`config.mk`:
```
export PLATFORM = sky130hd
export DESIGN_NAME = mdio_management_master
export DESIGN_NICKNAME = d
export VERILOG_FILES = /design/src/rtl/mmm_pkg.sv /design/src/rtl/mmm_fifo.sv /design/src/rtl/mmm_front.sv /design/src/rtl/mmm_back.sv /design/src/rtl/mdio_management_master.sv
export SDC_FILE = /design/constraint.sdc
export NUM_CORES = 1
export LEC_CHECK = 0
export BUFFER_PORTS_ARGS = -buffer_cell sky130_fd_sc_hd__clkbuf_2
export CAP_MARGIN = 20
export CORE_ASPECT_RATIO = 1.4
export CORE_MARGIN = 4
export CORE_UTILIZATION = 50
export DETAILED_ROUTE_END_ITERATION = 16
export PLACE_DENSITY = 0.73
export SETUP_SLACK_MARGIN = 0.1
export SKIP_CTS_REPAIR_TIMING = 1
export SLEW_MARGIN = 0
export SYNTH_ARGS = -nofsm -noshare
export SYNTH_HDL_FRONTEND = slang
export SYNTH_HIERARCHICAL = 1
export SYNTH_SLANG_ARGS = --single-unit
```
`constraint.sdc`:
```
create_clock -name clk -period 4.8 [get_ports clk]
set_clock_uncertainty 0.2 [all_clocks]
set_input_delay 1.44 -clock clk [delete_from_list [all_inputs] [get_ports clk]]
set_output_delay 1.44 -clock clk [all_outputs]
set_load 0.05 [all_outputs]
```
`src/rtl/mmm_pkg.sv`:
```
// Shared types and constants of the MDIO management master.
// Holds the request and result payload structs, command codes and register indexes.
// No dependencies.
`timescale 1ns / 1ps
`default_nettype none

package mmm_pkg;

  localparam int FRAME_BITS = 32;
  localparam int EVENT_DONE_BIT = 23;
  localparam int CFG_DATA_W = 6;
  localparam int DIV_W = 6;
  localparam int HOLD_W = 3;
  localparam int IDX_W = 7;

  localparam logic [1:0] REQ_READ = 2'd0;
  localparam logic [1:0] REQ_WRITE = 2'd1;
  localparam logic [1:0] REQ_TICK = 2'd2;

  localparam logic SEL_FRAME = 1'b0;
  localparam logic SEL_EVENT = 1'b1;

  localparam logic CFG_MDC_DIVIDER = 1'b0;
  localparam logic CFG_HOLD_TICKS = 1'b1;

  localparam logic [1:0] OPCODE_READ = 2'b10;

  typedef logic [2:0] op_t;
  localparam op_t OP_NOP = 3'd0;
  localparam op_t OP_RD_FRAME = 3'd1;
  localparam op_t OP_RD_EVENT = 3'd2;
  localparam op_t OP_WR_FRAME = 3'd3;
  localparam op_t OP_CLR_EVENT = 3'd4;
  localparam op_t OP_TICK = 3'd5;

  typedef struct packed {
    logic [1:0]  req_type;
    logic        reg_select;
    logic [31:0] write_data;
    logic        mdio_in;
  } in_item_t;

  typedef struct packed {
    logic [31:0] read_data;
    logic        mdc_level;
    logic        mdio_drive;
    logic        mdio_enable;
    logic        done_event;
    logic        busy_flag;
  } out_item_t;

  typedef struct packed {
    op_t         op;
    logic [31:0] data;
    logic        mdio_in;
  } cmd_t;

endpackage

`default_nettype wire

```
`src/rtl/mmm_fifo.sv`:
```
// Small register-based first-in first-out queue of generic width and depth.
// Used for the command queue and the result queue; no package dependencies.
`timescale 1ns / 1ps
`default_nettype none

module mmm_fifo #(
  parameter int WIDTH = 8,
  parameter int DEPTH = 2
) (
  input  wire logic             clk,
  input  wire logic             rst_n,
  input  wire logic             push,
  input  wire logic [WIDTH-1:0] wr_data,
  output logic                  full,
  input  wire logic             pop,
  output logic [WIDTH-1:0]      rd_data,
  output logic                  empty
);

  localparam int PTR_W = (DEPTH > 1) ? $clog2(DEPTH) : 1;
  localparam int CNT_W = $clog2(DEPTH + 1);
  localparam logic [PTR_W-1:0] LAST_PTR = PTR_W'(DEPTH - 1);
  localparam logic [CNT_W-1:0] FULL_CNT = CNT_W'(DEPTH);

  logic [WIDTH-1:0] mem_r [DEPTH];
  logic [PTR_W-1:0] wr_ptr_r, wr_ptr_nxt;
  logic [PTR_W-1:0] rd_ptr_r, rd_ptr_nxt;
  logic [CNT_W-1:0] count_r, count_nxt;
  logic             do_push, do_pop;

  assign full = (count_r == FULL_CNT);
  assign empty = (count_r == '0);
  assign do_push = push && !full;
  assign do_pop = pop && !empty;
  assign rd_data = mem_r[rd_ptr_r];

  always_comb begin
    wr_ptr_nxt = wr_ptr_r;
    rd_ptr_nxt = rd_ptr_r;
    count_nxt = count_r;
    if (do_push) begin
      wr_ptr_nxt = (wr_ptr_r == LAST_PTR) ? '0 : wr_ptr_r + 1'b1;
    end
    if (do_pop) begin
      rd_ptr_nxt = (rd_ptr_r == LAST_PTR) ? '0 : rd_ptr_r + 1'b1;
    end
    if (do_push && !do_pop) begin
      count_nxt = count_r + 1'b1;
    end else if (do_pop && !do_push) begin
      count_nxt = count_r - 1'b1;
    end
  end

  always_ff @(posedge clk) begin
    if (!rst_n) begin
      wr_ptr_r <= '0;
      rd_ptr_r <= '0;
      count_r <= '0;
    end else begin
      wr_ptr_r <= wr_ptr_nxt;
      rd_ptr_r <= rd_ptr_nxt;
      count_r <= count_nxt;
    end
  end

  always_ff @(posedge clk) begin
    if (do_push) begin
      mem_r[wr_ptr_r] <= wr_data;
    end
  end

endmodule

`default_nettype wire

```
`src/rtl/mmm_front.sv`:
```
// Request classifier of the MDIO management master.
// Turns a bus request into an execution command; depends on mmm_pkg.
`timescale 1ns / 1ps
`default_nettype none

module mmm_front (
  input  wire mmm_pkg::in_item_t item,
  output mmm_pkg::cmd_t          cmd
);
  import mmm_pkg::*;

  always_comb begin
    cmd.data = item.write_data;
    cmd.mdio_in = item.mdio_in;
    case (item.req_type)
      REQ_READ: begin
        cmd.op = (item.reg_select == SEL_EVENT) ? OP_RD_EVENT : OP_RD_FRAME;
      end
      REQ_WRITE: begin
        if (item.reg_select == SEL_FRAME) begin
          cmd.op = OP_WR_FRAME;
        end else if (item.write_data[EVENT_DONE_BIT]) begin
          cmd.op = OP_CLR_EVENT;
        end else begin
          cmd.op = OP_NOP;
        end
      end
      REQ_TICK: begin
        cmd.op = OP_TICK;
      end
      default: begin
        cmd.op = OP_NOP;
      end
    endcase
  end

endmodule

`default_nettype wire

```
`src/rtl/mmm_back.sv`:
```
// Execution stage of the MDIO management master: registers, MDC divider and frame shifter.
// Runs one command per cycle while the result queue is not full, and builds its result; depends on mmm_pkg.
`timescale 1ns / 1ps
`default_nettype none

module mmm_back #(
  parameter int PREAMBLE_BITS = 32
) (
  input  wire logic                            clk,
  input  wire logic                            rst_n,
  input  wire logic                            cfg_wr_en,
  input  wire logic                            cfg_index,
  input  wire logic [mmm_pkg::CFG_DATA_W-1:0]  cfg_data,
  input  wire logic                            cmd_valid,
  input  wire mmm_pkg::cmd_t                   cmd,
  output logic                                 cmd_pop,
  input  wire logic                            res_full,
  output logic                                 res_push,
  output mmm_pkg::out_item_t                   res
);
  import mmm_pkg::*;

  localparam logic [IDX_W-1:0] PRE_IDX = IDX_W'(PREAMBLE_BITS);
  localparam logic [IDX_W:0] END_IDX = (IDX_W + 1)'(PREAMBLE_BITS + FRAME_BITS);

  logic [DIV_W-1:0]  mdc_divider_r;
  logic [HOLD_W-1:0] hold_ticks_r;

  logic [31:0]       frame_word_r, frame_word_nxt;
  logic [31:0]       shift_word_r, shift_word_nxt;
  logic [IDX_W-1:0]  bit_index_r, bit_index_nxt;
  logic [IDX_W-1:0]  clock_count_r, clock_count_nxt;
  logic [HOLD_W-1:0] hold_count_r, hold_count_nxt;
  logic              mdc_state_r, mdc_state_nxt;
  logic              line_out_r, line_out_nxt;
  logic              event_done_r, event_done_nxt;
  logic              transfer_active_r, transfer_active_nxt;

  logic              exec;
  logic [IDX_W-1:0]  half;
  logic [IDX_W-1:0]  count_inc;
  logic [5:0]        cur_bit;
  logic              cur_read;
  logic              cur_level;
  logic              rel_nxt;
  logic [31:0]       read_value;

  function automatic logic [5:0] frame_bit(input logic [IDX_W-1:0] idx);
    logic [IDX_W-1:0] pos;
    pos = idx - PRE_IDX;
    if (idx < PRE_IDX) begin
      return 6'd32;
    end
    if (pos > IDX_W'(31)) begin
      return 6'd0;
    end
    return 6'd31 - {1'b0, pos[4:0]};
  endfunction

  function automatic logic is_released(input logic active, input logic [31:0] sw,
                                       input logic [IDX_W-1:0] idx);
    return active && (sw[29:28] == OPCODE_READ) && (frame_bit(idx) <= 6'd17);
  endfunction

  assign exec = cmd_valid && !res_full;
  assign cmd_pop = exec;
  assign res_push = exec;

  assign half = {mdc_divider_r, 1'b0};
  assign count_inc = (clock_count_r < {IDX_W{1'b1}}) ? clock_count_r + 1'b1 : clock_count_r;
  assign cur_bit = frame_bit(bit_index_r);
  assign cur_read = (shift_word_r[29:28] == OPCODE_READ);
  assign cur_level = (cur_bit == 6'd32) ||
                     is_released(transfer_active_r, shift_word_r, bit_index_r) ||
                     shift_word_r[cur_bit[4:0]];

  always_comb begin
    frame_word_nxt = frame_word_r;
    shift_word_nxt = shift_word_r;
    bit_index_nxt = bit_index_r;
    clock_count_nxt = clock_count_r;
    hold_count_nxt = hold_count_r;
    mdc_state_nxt = mdc_state_r;
    line_out_nxt = line_out_r;
    event_done_nxt = event_done_r;
    transfer_active_nxt = transfer_active_r;
    read_value = '0;
    case (cmd.op)
      OP_RD_FRAME: begin
        read_value = frame_word_r;
      end
      OP_RD_EVENT: begin
        read_value = 32'(event_done_r) << EVENT_DONE_BIT;
      end
      OP_WR_FRAME: begin
        if (!transfer_active_r) begin
          frame_word_nxt = cmd.data;
          shift_word_nxt = cmd.data;
          bit_index_nxt = '0;
          clock_count_nxt = '0;
          hold_count_nxt = hold_ticks_r;
          mdc_state_nxt = 1'b0;
          transfer_active_nxt = 1'b1;
        end
      end
      OP_CLR_EVENT: begin
        event_done_nxt = 1'b0;
      end
      OP_TICK: begin
        if (transfer_active_r && (mdc_divider_r != '0)) begin
          clock_count_nxt = count_inc;
          if (!mdc_state_r) begin
            if (count_inc >= IDX_W'(hold_count_r) + 1'b1) begin
              line_out_nxt = cur_level;
            end
            if (count_inc >= half) begin
              line_out_nxt = cur_level;
              mdc_state_nxt = 1'b1;
              clock_count_nxt = '0;
              if (cur_read && (cur_bit <= 6'd15)) begin
                frame_word_nxt[15:0] = {frame_word_r[14:0], cmd.mdio_in};
              end
            end
          end else if (count_inc >= half) begin
            mdc_state_nxt = 1'b0;
            clock_count_nxt = '0;
            hold_count_nxt = hold_ticks_r;
            bit_index_nxt = bit_index_r + 1'b1;
            if ({1'b0, bit_index_r} + 1'b1 >= END_IDX) begin
              transfer_active_nxt = 1'b0;
              event_done_nxt = 1'b1;
              bit_index_nxt = '0;
              line_out_nxt = 1'b1;
            end
          end
        end
      end
      default: begin
      end
    endcase
  end

  assign rel_nxt = is_released(transfer_active_nxt, shift_word_nxt, bit_index_nxt);

  always_comb begin
    res.read_data = read_value;
    res.mdc_level = mdc_state_nxt;
    res.mdio_drive = rel_nxt || line_out_nxt;
    res.mdio_enable = transfer_active_nxt && !rel_nxt;
    res.done_event = event_done_nxt;
    res.busy_flag = transfer_active_nxt;
  end

  always_ff @(posedge clk) begin
    if (!rst_n) begin
      mdc_divider_r <= '0;
      hold_ticks_r <= '0;
    end else if (cfg_wr_en) begin
      case (cfg_index)
        CFG_MDC_DIVIDER: mdc_divider_r <= cfg_data[DIV_W-1:0];
        CFG_HOLD_TICKS: hold_ticks_r <= cfg_data[HOLD_W-1:0];
        default: begin
        end
      endcase
    end
  end

  always_ff @(posedge clk) begin
    if (!rst_n) begin
      frame_word_r <= '0;
      shift_word_r <= '0;
      bit_index_r <= '0;
      clock_count_r <= '0;
      hold_count_r <= '0;
      mdc_state_r <= 1'b0;
      line_out_r <= 1'b1;
      event_done_r <= 1'b0;
      transfer_active_r <= 1'b0;
    end else if (exec) begin
      frame_word_r <= frame_word_nxt;
      shift_word_r <= shift_word_nxt;
      bit_index_r <= bit_index_nxt;
      clock_count_r <= clock_count_nxt;
      hold_count_r <= hold_count_nxt;
      mdc_state_r <= mdc_state_nxt;
      line_out_r <= line_out_nxt;
      event_done_r <= event_done_nxt;
      transfer_active_r <= transfer_active_nxt;
    end
  end

`ifndef SYNTHESIS
  a_idle_index: assert property (@(posedge clk) disable iff (!rst_n)
    !transfer_active_r |-> (bit_index_r == '0))
    else $error("bit index not cleared while idle");

  a_mdc_only_busy: assert property (@(posedge clk) disable iff (!rst_n)
    mdc_state_r |-> transfer_active_r)
    else $error("MDC high without an active transfer");

  a_done_at_end: assert property (@(posedge clk) disable iff (!rst_n)
    $rose(event_done_r) |-> $fell(transfer_active_r))
    else $error("done event set other than at frame end");

  a_hold_when_stalled: assert property (@(posedge clk) disable iff (!rst_n)
    !exec |=> ($stable(bit_index_r) && $stable(transfer_active_r)))
    else $error("transfer state moved without a command");
`endif

endmodule

`default_nettype wire

```
`src/rtl/mdio_management_master.sv`:
```
// Top level of the MDIO management master: request queue, classifier, executor, result queue.
// Depends on mmm_pkg, mmm_fifo, mmm_front and mmm_back.
//
// Every request (bus read, bus write or one MDC divider tick) yields exactly one result,
// which carries the read value and the pin and flag state after that request. The block
// takes one request per clock cycle while the command queue is not full and delivers one
// result per cycle while the result queue is not empty; a request is registered in the
// command queue, executes combinationally and its result is registered in the result queue.
// The two queues hold CMD_DEPTH and OUT_DEPTH entries and let either side stall independently.
// Configuration writes take effect for the next executed request and belong in idle periods.
`timescale 1ns / 1ps
`default_nettype none

module mdio_management_master #(
  parameter int PREAMBLE_BITS = 32,
  parameter int CMD_DEPTH = 2,
  parameter int OUT_DEPTH = 2
) (
  input  wire logic                           clk,
  input  wire logic                           rst_n,
  input  wire logic                           in_push,
  output logic                                in_full,
  input  wire mmm_pkg::in_item_t              in_item,
  output logic                                out_empty,
  input  wire logic                           out_pop,
  output mmm_pkg::out_item_t                  out_item,
  input  wire logic                           cfg_wr_en,
  input  wire logic                           cfg_index,
  input  wire logic [mmm_pkg::CFG_DATA_W-1:0] cfg_data
);
  import mmm_pkg::*;

  cmd_t      front_cmd;
  cmd_t      queued_cmd;
  logic      cmd_empty;
  logic      cmd_pop;
  logic      res_full;
  logic      res_push;
  out_item_t res;

  mmm_front u_front (
    .item (in_item),
    .cmd  (front_cmd)
  );

  mmm_fifo #(
    .WIDTH ($bits(cmd_t)),
    .DEPTH (CMD_DEPTH)
  ) u_cmd_fifo (
    .clk     (clk),
    .rst_n   (rst_n),
    .push    (in_push),
    .wr_data (front_cmd),
    .full    (in_full),
    .pop     (cmd_pop),
    .rd_data (queued_cmd),
    .empty   (cmd_empty)
  );

  mmm_back #(
    .PREAMBLE_BITS (PREAMBLE_BITS)
  ) u_back (
    .clk       (clk),
    .rst_n     (rst_n),
    .cfg_wr_en (cfg_wr_en),
    .cfg_index (cfg_index),
    .cfg_data  (cfg_data),
    .cmd_valid (!cmd_empty),
    .cmd       (queued_cmd),
    .cmd_pop   (cmd_pop),
    .res_full  (res_full),
    .res_push  (res_push),
    .res       (res)
  );

  mmm_fifo #(
    .WIDTH ($bits(out_item_t)),
    .DEPTH (OUT_DEPTH)
  ) u_out_fifo (
    .clk     (clk),
    .rst_n   (rst_n),
    .push    (res_push),
    .wr_data (res),
    .full    (res_full),
    .pop     (out_pop),
    .rd_data (out_item),
    .empty   (out_empty)
  );

endmodule

`default_nettype wire
```
==> impl_metrics.py, run 1 <==
metrics = {
    "status": {
        "status": "complete, no violations",
    },
    "floorplanning": {
        "initial_core_util_pct": 51.3,
        "ios": 87,
        "design.die.area_mm2": 0.0245,
        "die_h_um": 183,
        "std_cell_rows": 63,
        "dieWidth_um": 133,
        "core_mm2": 0.0214,
    },
    "worst_setup_path": {
        "r2r_end": "u_out_fifo/mem_r[1][3]",
        "worstPathMaxFanout": 8,
        "required_ps": 4820,
        "arrival_ps": 4110,
        "criticalPathCategory": "flop to flop",
        "rr_worst_depth": 14,
        "critPathSlowestCell": "dfxtp_1",
        "reg2reg_from": "u_back/clock_count_r[2]",
        "start_kind": "flop",
        "worstPathCellList": "nand4_1 -> or2_2 -> a21oi_1 -> ha_1 -> a211o_1 -> o211ai_1 -> nand4b_1 -> a32o_1 -> a22oi_1 -> ha_1 -> a21oi_1 -> o21a_1 -> a22oi_2 -> o22ai_1",
        "reg2reg_slack_ps": 720,
        "cp-end-kind": "flop",
        "crit_path_max_incr_delay_ps": 410,
    },
    "power": {
        "pwr-share-clk_pct": 26.5,
        "p_sw_w": 0.00248,
        "power.static_leakage_nw": 4.67,
        "power_frac_comb_pct": 33.8,
        "swShare_pct": 35.9,
        "ir_worst_vdd_mv": 0.339,
        "power_density_mw_per_mm2": 564,
        "pwr-share-seq_pct": 39.7,
        "internal_power_w": 0.00443,
    },
    "global_route": {
        "grt.met3_usage_pct": 2.46,
        "antenna_found_initial": 0,
        "grt_max_degree": 41,
        "grt_pass1_wl_um": 34500,
        "grtUsageMet1_pct": 24.0,
        "grt_use_total_pct": 17.3,
        "met2_usage_pct": 27.8,
        "overflow": 0,
        "grt_pass1_vias": 6810,
        "top_usage_layer": "met2",
    },
    "logic_synthesis": {
        "avgSynthCellArea_um2": 11.8,
        "ys_warn_count": 6,
        "seq_area_frac_synth_pct": 56.2,
        "synth_cells": 932,
        "synth.distinct_cells": 76,
        "synthArstFlopShare_pct": 0,
        "synth_edf_count": 146,
        "ys_ff_latch": 236,
        "syn_area_mm2": 0.0110,
        "synthesis.nets": 1000,
        "synth_ff_type": "edfxtp_1",
    },
    "cts": {
        "cts_buffers": 23,
        "cts_tree": "built",
        "htreeDepth": 1,
        "clk_latency_ps": 510,
        "cts.clk_slew.worst_paths_ps": 60,
        "cts_num_sinks": 236,
        "cts_max_path_buffers": 3,
        "clock-root-buffer": "clkbuf_16",
    },
    "sta": {
        "period_share_pct": 85.1,
        "setup_viol": 0,
        "hold_violations": 0,
        "drv_slew": 0,
        "relSlewSlack_pct": 50.3,
        "grt_setup_unrepaired": "no",
        "fmax_ghz": 0.245,
        "post-route-worst-setup-slack_ps": 716,
        "tns_ps": 0,
        "min_period_ps": 4080,
        "tightest_slew_ps": 745,
    },
    "detailed_routing": {
        "first_iter_violations": 458,
        "via_count": 7019,
        "avgViaCountPerCell": 5.48,
        "routed_wirelength_um": 21400,
        "first_pass_iters": 5,
        "wl_per_cell_um": 16.7,
        "drc": 0,
        "drtAntennaViolNets": 0,
    },
    "cells_and_area": {
        "layout_commonest_cell": "edfxtp_1",
        "fillers": 1839,
        "final_nets": 1040,
        "drive_gt1_share_pct": 23.5,
        "area_growth_syn_to_layout_pct": 11.2,
        "diodes": 0,
        "final_cell_mix": "edfxtp_1 (146), nand2_1 (124), dfxtp_1 (90)",
    },
    "hold_path": {
        "hold_depth": 2,
        "hold_class": "flop to flop",
        "hp-start": "u_back/hold_ticks_r[2]",
        "hold_end": "u_back/hold_count_r[2]",
    },
    "placement": {
        "portBuffers": 86,
        "gp_congestion": 0.911,
        "place_ws_ps": 775,
        "hpwl_um": 14900,
    },
    "run": {
        "maxCapViolCount": 0,
    },
}
## worst max-delay path: cells and delay by family, from the launching register on
family | cells | cell delay, ps
compound gates | 9 | 1680
fa+ha+maj | 2 | 490
simple gates | 3 | 1020
flops | 1 | 410
## flip-flops by register name, summed over array words and instances, names as in the netlist, 2 cells and up, named ones only
| name | count |
|---|---|
| u_back/bit_index_r | 7 |
| u_back/clock_count_r | 7 |
| u_back/frame_word_r | 32 |
| u_back/hold_count_r | 3 |
| u_back/hold_ticks_r | 3 |
| u_back/mdc_divider_r | 6 |
| u_back/shift_word_r | 18 |
| u_cmd_fifo/count_r | 2 |
| u_cmd_fifo/mem_r | 72 |
| u_out_fifo/count_r | 2 |
| u_out_fifo/mem_r | 74 |
## per-stage QoR
stage          instance area (µm²)  total power, W  cells  util (%)  hold WS [ps]
6_report                     12200         0.00691   1281      57.1           253
3_3_place_gp                 11400         0.00508   1237      53.2           245
4_1_cts                      12200         0.00696   1279      56.9           257
3_5_place_dp                 11400         0.00510   1237      53.2           249
5_1_grt                      12200         0.00723   1281      57.1           278
2_1_floorplan                11000         0.00460    932         -           231
## cell families (layout without fill, tap and decap cells)
logic type	count (synthesis)	in the layout	share of synthesized area, %
and+or+nand+nor	291	291	13.9
adders and majority gates	20	20	2.28
xor gates and xnor gates	9	9	0.717
AOI/OAI and AO/OA	175	175	12.1
DFF	236	236	56.2
muxes	93	93	9.29
buffers and inverters	108	165	5.47
## cells in the mapped netlist, drive strengths merged, types with 3 or more instances
cell type	number	area, µm²
or2	3	18.8
nand3	16	80.1
inv	22	82.6
nor3b	4	35.0
nand2	124	465
mux2	73	822
a21oi	15	78.8
buf	59	418
and3	11	78.8
o21a	6	45.0
o221ai	4	35.0
o211a	20	200
nand4	5	31.3
and4b	3	30.0
edfxtp	146	4380
a22oi	13	103
nor2b	16	100
nor2	21	81.3
nand3b	7	52.6
ha	20	250
dfxtp	90	1800
o21ai	18	93.8
or3	5	31.3
xnor2	7	61.3
o211ai	9	67.6
a21o	8	60.1
a31oi	8	56.3
o31ai	4	43.8
a21boi	51	383
and2	42	265
nand2b	12	75.1
clkbuf	26	97.6
nor3	8	55.1
mux2i	20	200
## cell type report
cell class / count / area, µm² / area share, %
clock buffers: 32 / 681 / 5.56
well taps: 292 / 365 / 2.99
flip-flops and latches: 236 / 6190 / 50.6
clock inverters: 10 / 116 / 0.951
multi-input cells: 588 / 4240 / 34.7
inverters: 23 / 86.3 / 0.706
repair buffers: 100 / 561 / 4.58
## worst max path at each step
stage                            start                      to  slack [ps]
2_1_floorplan    u_out_fifo/count_r[0]  u_out_fifo/mem_r[0][0]        1150
3_3_place_gp   u_back/clock_count_r[3]  u_out_fifo/mem_r[0][3]         900
3_5_place_dp   u_back/clock_count_r[0]  u_out_fifo/mem_r[0][3]         780
4_1_cts        u_back/clock_count_r[0]  u_out_fifo/mem_r[1][3]         740
5_1_grt        u_back/clock_count_r[0]  u_out_fifo/mem_r[1][2]         490
6_report       u_back/clock_count_r[2]  u_out_fifo/mem_r[1][3]         720
## power by group through the flow
stage | clock, W | combinational [W] | sequential, W
after floorplan | 0 | 0.00188 | 0.00272
after global routing | 0.00197 | 0.00249 | 0.00278
after global placement | 0 | 0.00231 | 0.00277
final | 0.00183 | 0.00233 | 0.00274
after detailed placement | 0 | 0.00231 | 0.00279
after CTS | 0.00188 | 0.00233 | 0.00274
## metal layers
| metal | wire length (µm) | vias up |
|---|---|---|
| met2 | 10100 | 179 |
| met1 | 9460 | 3354 |
| met3 | 1230 | 47 |
| li1 | - | 3439 |
| met5 | 0 | - |
| met4 | 673 | 0 |
No activity file was read; power rests on OpenSTA's default activity.
==> run 2, diff against run 1 <==
--- a/config.mk
+++ b/config.mk
@@ -9,10 +9,10 @@
 export CAP_MARGIN = 20
 export CORE_ASPECT_RATIO = 1.4
 export CORE_MARGIN = 4
-export CORE_UTILIZATION = 50
+export CORE_UTILIZATION = 55
 export DETAILED_ROUTE_END_ITERATION = 16
-export PLACE_DENSITY = 0.73
-export SETUP_SLACK_MARGIN = 0.1
+export PLACE_DENSITY = 0.79
+export SETUP_SLACK_MARGIN = 0.05
 export SKIP_CTS_REPAIR_TIMING = 1
 export SLEW_MARGIN = 0
 export SYNTH_ARGS = -nofsm -noshare
==> run 2 against run 1 <==
Against the previous run: critical path depth up 1; clock power down 8%; setup slack better by 77 ps; register-to-register slack better by 80 ps; non-clock buffer count up 2; flip-flop and latch count unchanged; maximum frequency up 1.9%; utilization up 5.4 points; routed wire length up 0.37%; global-route usage up 1.9 points; via count about the same; highest routed layer unchanged.
==> impl_metrics.py, run 2 (synthesis gave the netlist of run 1 again) <==
metrics = {
    "floorplanning": {
        "std_cell_rows": 60,
        "die_h_um": 175,
        "ios": 87,
        "initial_core_util_pct": 56.6,
        "dieWidth_um": 128,
        "design.die.area_mm2": 0.0224,
        "core_mm2": 0.0194,
    },
    "cells_and_area": {
        "final_nets": 1042,
        "final_cell_mix": "edfxtp_1 (146), nand2_1 (124), dfxtp_1 (90)",
        "top_register": "u_out_fifo/mem_r",
        "area_growth_syn_to_layout_pct": 10.4,
        "diodes": 0,
        "drive_gt1_share_pct": 23.2,
        "multiInputGateArea_mm2": 0.00424,
        "layout_commonest_cell": "edfxtp_1",
        "fillers": 1561,
        "largest_reg_flops": 74,
        "final-seq-area_mm2": 0.00619,
        "reg_top3": "u_out_fifo/mem_r: 74 flops, u_cmd_fifo/mem_r: 72 flops, u_back/frame_word_r: 32 flops",
    },
    "cts": {
        "htreeDepth": 1,
        "clk_latency_ps": 500,
        "clock-root-buffer": "clkbuf_16",
        "cts_num_sinks": 236,
        "cts_tree": "built",
        "cts_buffers": 23,
        "cts_max_path_buffers": 3,
        "cts.clk_slew.worst_paths_ps": 60,
    },
    "detailed_routing": {
        "first_pass_iters": 5,
        "first_iter_violations": 485,
        "routed_wirelength_um": 21500,
        "wl_per_cell_um": 17.4,
        "drtAntennaViolNets": 0,
        "via_count": 7012,
        "avgViaCountPerCell": 5.66,
        "drc": 0,
    },
    "sta": {
        "hold_violations": 0,
        "tightest_slew_ps": 736,
        "fmax_ghz": 0.250,
        "period_share_pct": 83.5,
        "tns_ps": 0,
        "drv_slew": 0,
        "setup_viol": 0,
        "grt_setup_unrepaired": "no",
        "relSlewSlack_pct": 50.4,
        "timing.hold.ws_ps": 260,
        "min_period_ps": 4010,
    },
    "worst_setup_path": {
        "cp-end-kind": "flop",
        "crit_path_max_incr_delay_ps": 430,
        "criticalPathCategory": "flop to flop",
        "worstPathCellList": "nand4_1 -> or2_2 -> a21oi_1 -> ha_1 -> a211o_1 -> o211ai_1 -> nand4b_1 -> o211ai_1 -> a32o_1 -> a22oi_1 -> ha_1 -> a21oi_1 -> o21a_1 -> a22oi_2 -> and2_1",
        "start_kind": "flop",
        "required_ps": 4840,
        "arrival_ps": 4050,
        "critPathSlowestCell": "dfxtp_1",
        "worstPathMaxFanout": 7,
    },
    "global_route": {
        "grt_use_total_pct": 19.1,
        "grt_pass1_wl_um": 35100,
        "overflow": 0,
        "grt_pass1_vias": 6924,
        "antenna_found_initial": 0,
        "grt_max_degree": 61,
    },
    "power": {
        "power.static_leakage_nw": 4.66,
        "power_density_mw_per_mm2": 556,
        "ir_worst_vdd_mv": 0.334,
    },
    "status": {
        "status": "complete, no violations",
    },
    "hold_path": {
        "hold_class": "flop to flop",
    },
    "placement": {
        "portBuffers": 86,
        "gp_congestion": 0.941,
        "hpwl_um": 15000,
    },
    "run": {
        "maxCapViolCount": 0,
    },
}
run 2: power by group:
group	leakage [nW]	switching, W	total, W	internal (W)
registers	2.09	0.000166	0.00275	0.00258
clock network	0.345	0.000700	0.00169	0.000989
logic	2.22	0.00157	0.00232	0.000753
run 2: critical path, delay by kind of cell (launching register included):
kind | cells | cell delay, ps
compound gates | 9 | 1480
simple gates | 4 | 1120
fa+ha+maj | 2 | 510
flops | 1 | 430
run 2: routing by layer:
layer | wire length (µm) | share of wire, % | vias to the layer above | global-route usage (%)
li1 | - | - | 3442 | -
met1 | 9600 | 45 | 3321 | 26.5
met2 | 9910 | 46 | 190 | 29.8
met3 | 1230 | 5.7 | 59 | 3.26
met4 | 778 | 3.6 | 0 | 7.96
met5 | 0 | 0 | - | 0
run 2: final timing paths:
check,startpoint,endpoint,slack [ps],cells after the start
worst min register to register,u_back/hold_ticks_r[2],u_back/hold_count_r[2],260,2
worst max register to register,u_back/clock_count_r[2],u_out_fifo/mem_r[1][2],790,15
worst min-delay path,u_back/hold_ticks_r[2],u_back/hold_count_r[2],260,2
worst max-delay path,u_back/clock_count_r[2],u_out_fifo/mem_r[1][2],790,15
run 2: final cells by class:
class / count / area share [%]
clock inverters: 8 / 0.567
well taps: 248 / 2.55
clock buffers: 33 / 5.32
repair buffers: 102 / 5.01
multi-input cells: 588 / 34.9
inverters: 23 / 0.711
flip-flops and latches: 236 / 50.9
run 2: through the flow:
stage	instance area, µm²	utilization [%]	std cells	total power, W	setup slack (ps)
finish	12100	62.5	1238	0.00676	793
CTS	12100	62.0	1234	0.00679	809
detailed placement	11300	58.3	1193	0.00509	852
global route	12100	62.5	1238	0.00709	480
floorplan	11000	-	932	0.00460	1150
global placement	11300	58.3	1193	0.00506	931
==> run 3, diff against run 2 <==
==> constraint.sdc (replaced) <==
create_clock -name clk -period 3.75 [get_ports clk]
set_clock_uncertainty 0.2 [all_clocks]
set_input_delay 1.125 -clock clk [delete_from_list [all_inputs] [get_ports clk]]
set_output_delay 1.125 -clock clk [all_outputs]
set_load 0.05 [all_outputs]
==> run 3 against run 2 <==
Against the previous run: largest power group unchanged; non-clock buffer count is 27 higher; routed wire length up 4.5%; critical path depth is the same; setup slack got worse by 600 ps; largest cell class unchanged; maximum frequency grew 13%; critical path type unchanged; critical endpoint is now u_out_fifo/mem_r[1][3].
==> impl_metrics.py, run 3 (synthesis gave the netlist of run 1 again) <==
metrics = {
    "detailed_routing": {
        "first_iter_violations": 505,
        "drtAntennaViolNets": 0,
        "first_pass_iters": 5,
        "via_count": 7156,
        "routed_wirelength_um": 22500,
        "wl_per_cell_um": 17.8,
        "drc": 0,
        "avgViaCountPerCell": 5.66,
    },
    "worst_setup_path": {
        "arrival_ps": 3580,
        "reg2reg_from": "u_back/clock_count_r[0]",
        "crit_end": "u_out_fifo/mem_r[1][3]",
        "rr_worst_depth": 15,
        "required_ps": 3780,
        "criticalPathCategory": "flop to flop",
        "r2r_end": "u_out_fifo/mem_r[1][3]",
        "reg2reg_slack_ps": 200,
        "startpoint": "u_back/clock_count_r[0]",
        "cp-end-kind": "flop",
        "worstPathMaxFanout": 5,
        "start_kind": "flop",
    },
    "floorplanning": {
        "core_mm2": 0.0194,
        "ios": 87,
        "std_cell_rows": 60,
        "die_h_um": 175,
        "dieWidth_um": 128,
        "initial_core_util_pct": 56.6,
        "design.die.area_mm2": 0.0224,
    },
    "global_route": {
        "grt_pass1_wl_um": 36100,
        "grt_pass1_vias": 6928,
        "overflow": 0,
        "grt_max_degree": 56,
        "antenna_found_initial": 0,
        "grt_use_total_pct": 19.8,
    },
    "hold_path": {
        "hp-start": "u_back/hold_ticks_r[1]",
        "hold_class": "flop to flop",
    },
    "status": {
        "status": "complete, no violations",
    },
    "sta": {
        "fmax_ghz": 0.281,
        "tns_ps": 0,
        "relSlewSlack_pct": 30.0,
        "min_period_ps": 3550,
        "grt_setup_unrepaired": "yes",
        "drv_slew": 0,
        "period_share_pct": 94.8,
        "setup_viol": 0,
        "tightest_slew_ps": 1050,
        "hold_violations": 0,
    },
    "cells_and_area": {
        "layout_commonest_cell": "edfxtp_1",
        "reg_top3": "u_out_fifo/mem_r: 74 flops, u_cmd_fifo/mem_r: 72 flops, u_back/frame_word_r: 32 flops",
        "largest_reg_flops": 74,
        "area_growth_syn_to_layout_pct": 12.8,
        "diodes": 0,
        "final_cell_mix": "edfxtp_1 (146), nand2_1 (123), dfxtp_1 (87)",
        "drive_gt1_share_pct": 26.8,
        "top_register": "u_out_fifo/mem_r",
        "final_nets": 1068,
    },
    "cts": {
        "cts_buffers": 22,
        "cts.clk_slew.worst_paths_ps": 60,
        "cts_tree": "built",
        "clock-root-buffer": "clkbuf_16",
        "htreeDepth": 1,
        "cts_num_sinks": 236,
        "cts_max_path_buffers": 3,
        "clk_latency_ps": 510,
    },
    "power": {
        "ir_worst_vdd_mv": 0.373,
        "power.static_leakage_nw": 4.80,
        "power.total_w": 0.00882,
        "power_density_mw_per_mm2": 711,
    },
    "run": {
        "maxCapViolCount": 0,
    },
    "placement": {
        "portBuffers": 86,
        "gp_congestion": 0.940,
        "hpwl_um": 15700,
    },
}
[run 3: cell count changes in the layout (fill, tap and decap cells not counted), sizes merged]
| cell | delta |
|---|---|
| bufinv | +1 |
| clkbuf | -7 |
| buf | +28 |
| clkinv | +4 |
| inv | -1 |
| clkinvlp | +1 |
[run 3: power breakdown]
part	internal, W	switching (W)
combinational	0.00102	0.00205
clock	0.00131	0.000923
sequential	0.00330	0.000211
[run 3: area by class of cell]
type,instances,area (µm²)
timing repair buffer,129,773
multi-input combinational,588,4300
clock buffer,27,621
fill,1493,7040
clock inverter,13,119
sequential,236,6190
tap,248,310
inverter,23,86.3
[run 3: worst min-delay path by stage]
stage	endpoint	slack [ps]	cells after the start
2_1_floorplan	u_back/hold_count_r[1]	230	2
3_3_place_gp	u_back/hold_count_r[0]	240	2
3_5_place_dp	u_back/hold_count_r[2]	250	2
4_1_cts	u_back/hold_count_r[2]	260	2
5_1_grt	u_back/hold_count_r[2]	270	2
6_report	u_back/hold_count_r[1]	260	2
[run 3: worst max-delay path, stage by stage, from the launching register on]
cell      delay (ps)
dfxtp_2          330
ha_1             210
and4_4           220
and3_1           190
a21oi_2          140
ha_1             250
and4_1           210
o211ai_1          90
nand4b_1         250
a32o_1           340
a22oi_2          200
ha_2             210
a21oi_2           40
o21a_1           110
a22oi_2          160
o22ai_2          120
[run 3: stage by stage]
stage	setup WS, ps	instance area [µm²]	hold WS [ps]	std cells	util [%]
final	196	12400	258	1264	63.8
after global routing	28.3	12400	274	1264	63.8
after CTS	2.91	12300	264	1258	63.2
after detailed placement	43.3	11500	255	1218	59.4
after global placement	102	11500	245	1218	59.4
after floorplan	102	11000	231	932	-
[run 3: per-layer routing]
layer	wire length, µm	vias up	global-route usage [%]
li1	-	3487	-
met5	0	-	0
met4	681	0	6.48
met1	9900	3425	28.0
met2	10700	197	31.8
met3	1220	47	2.65
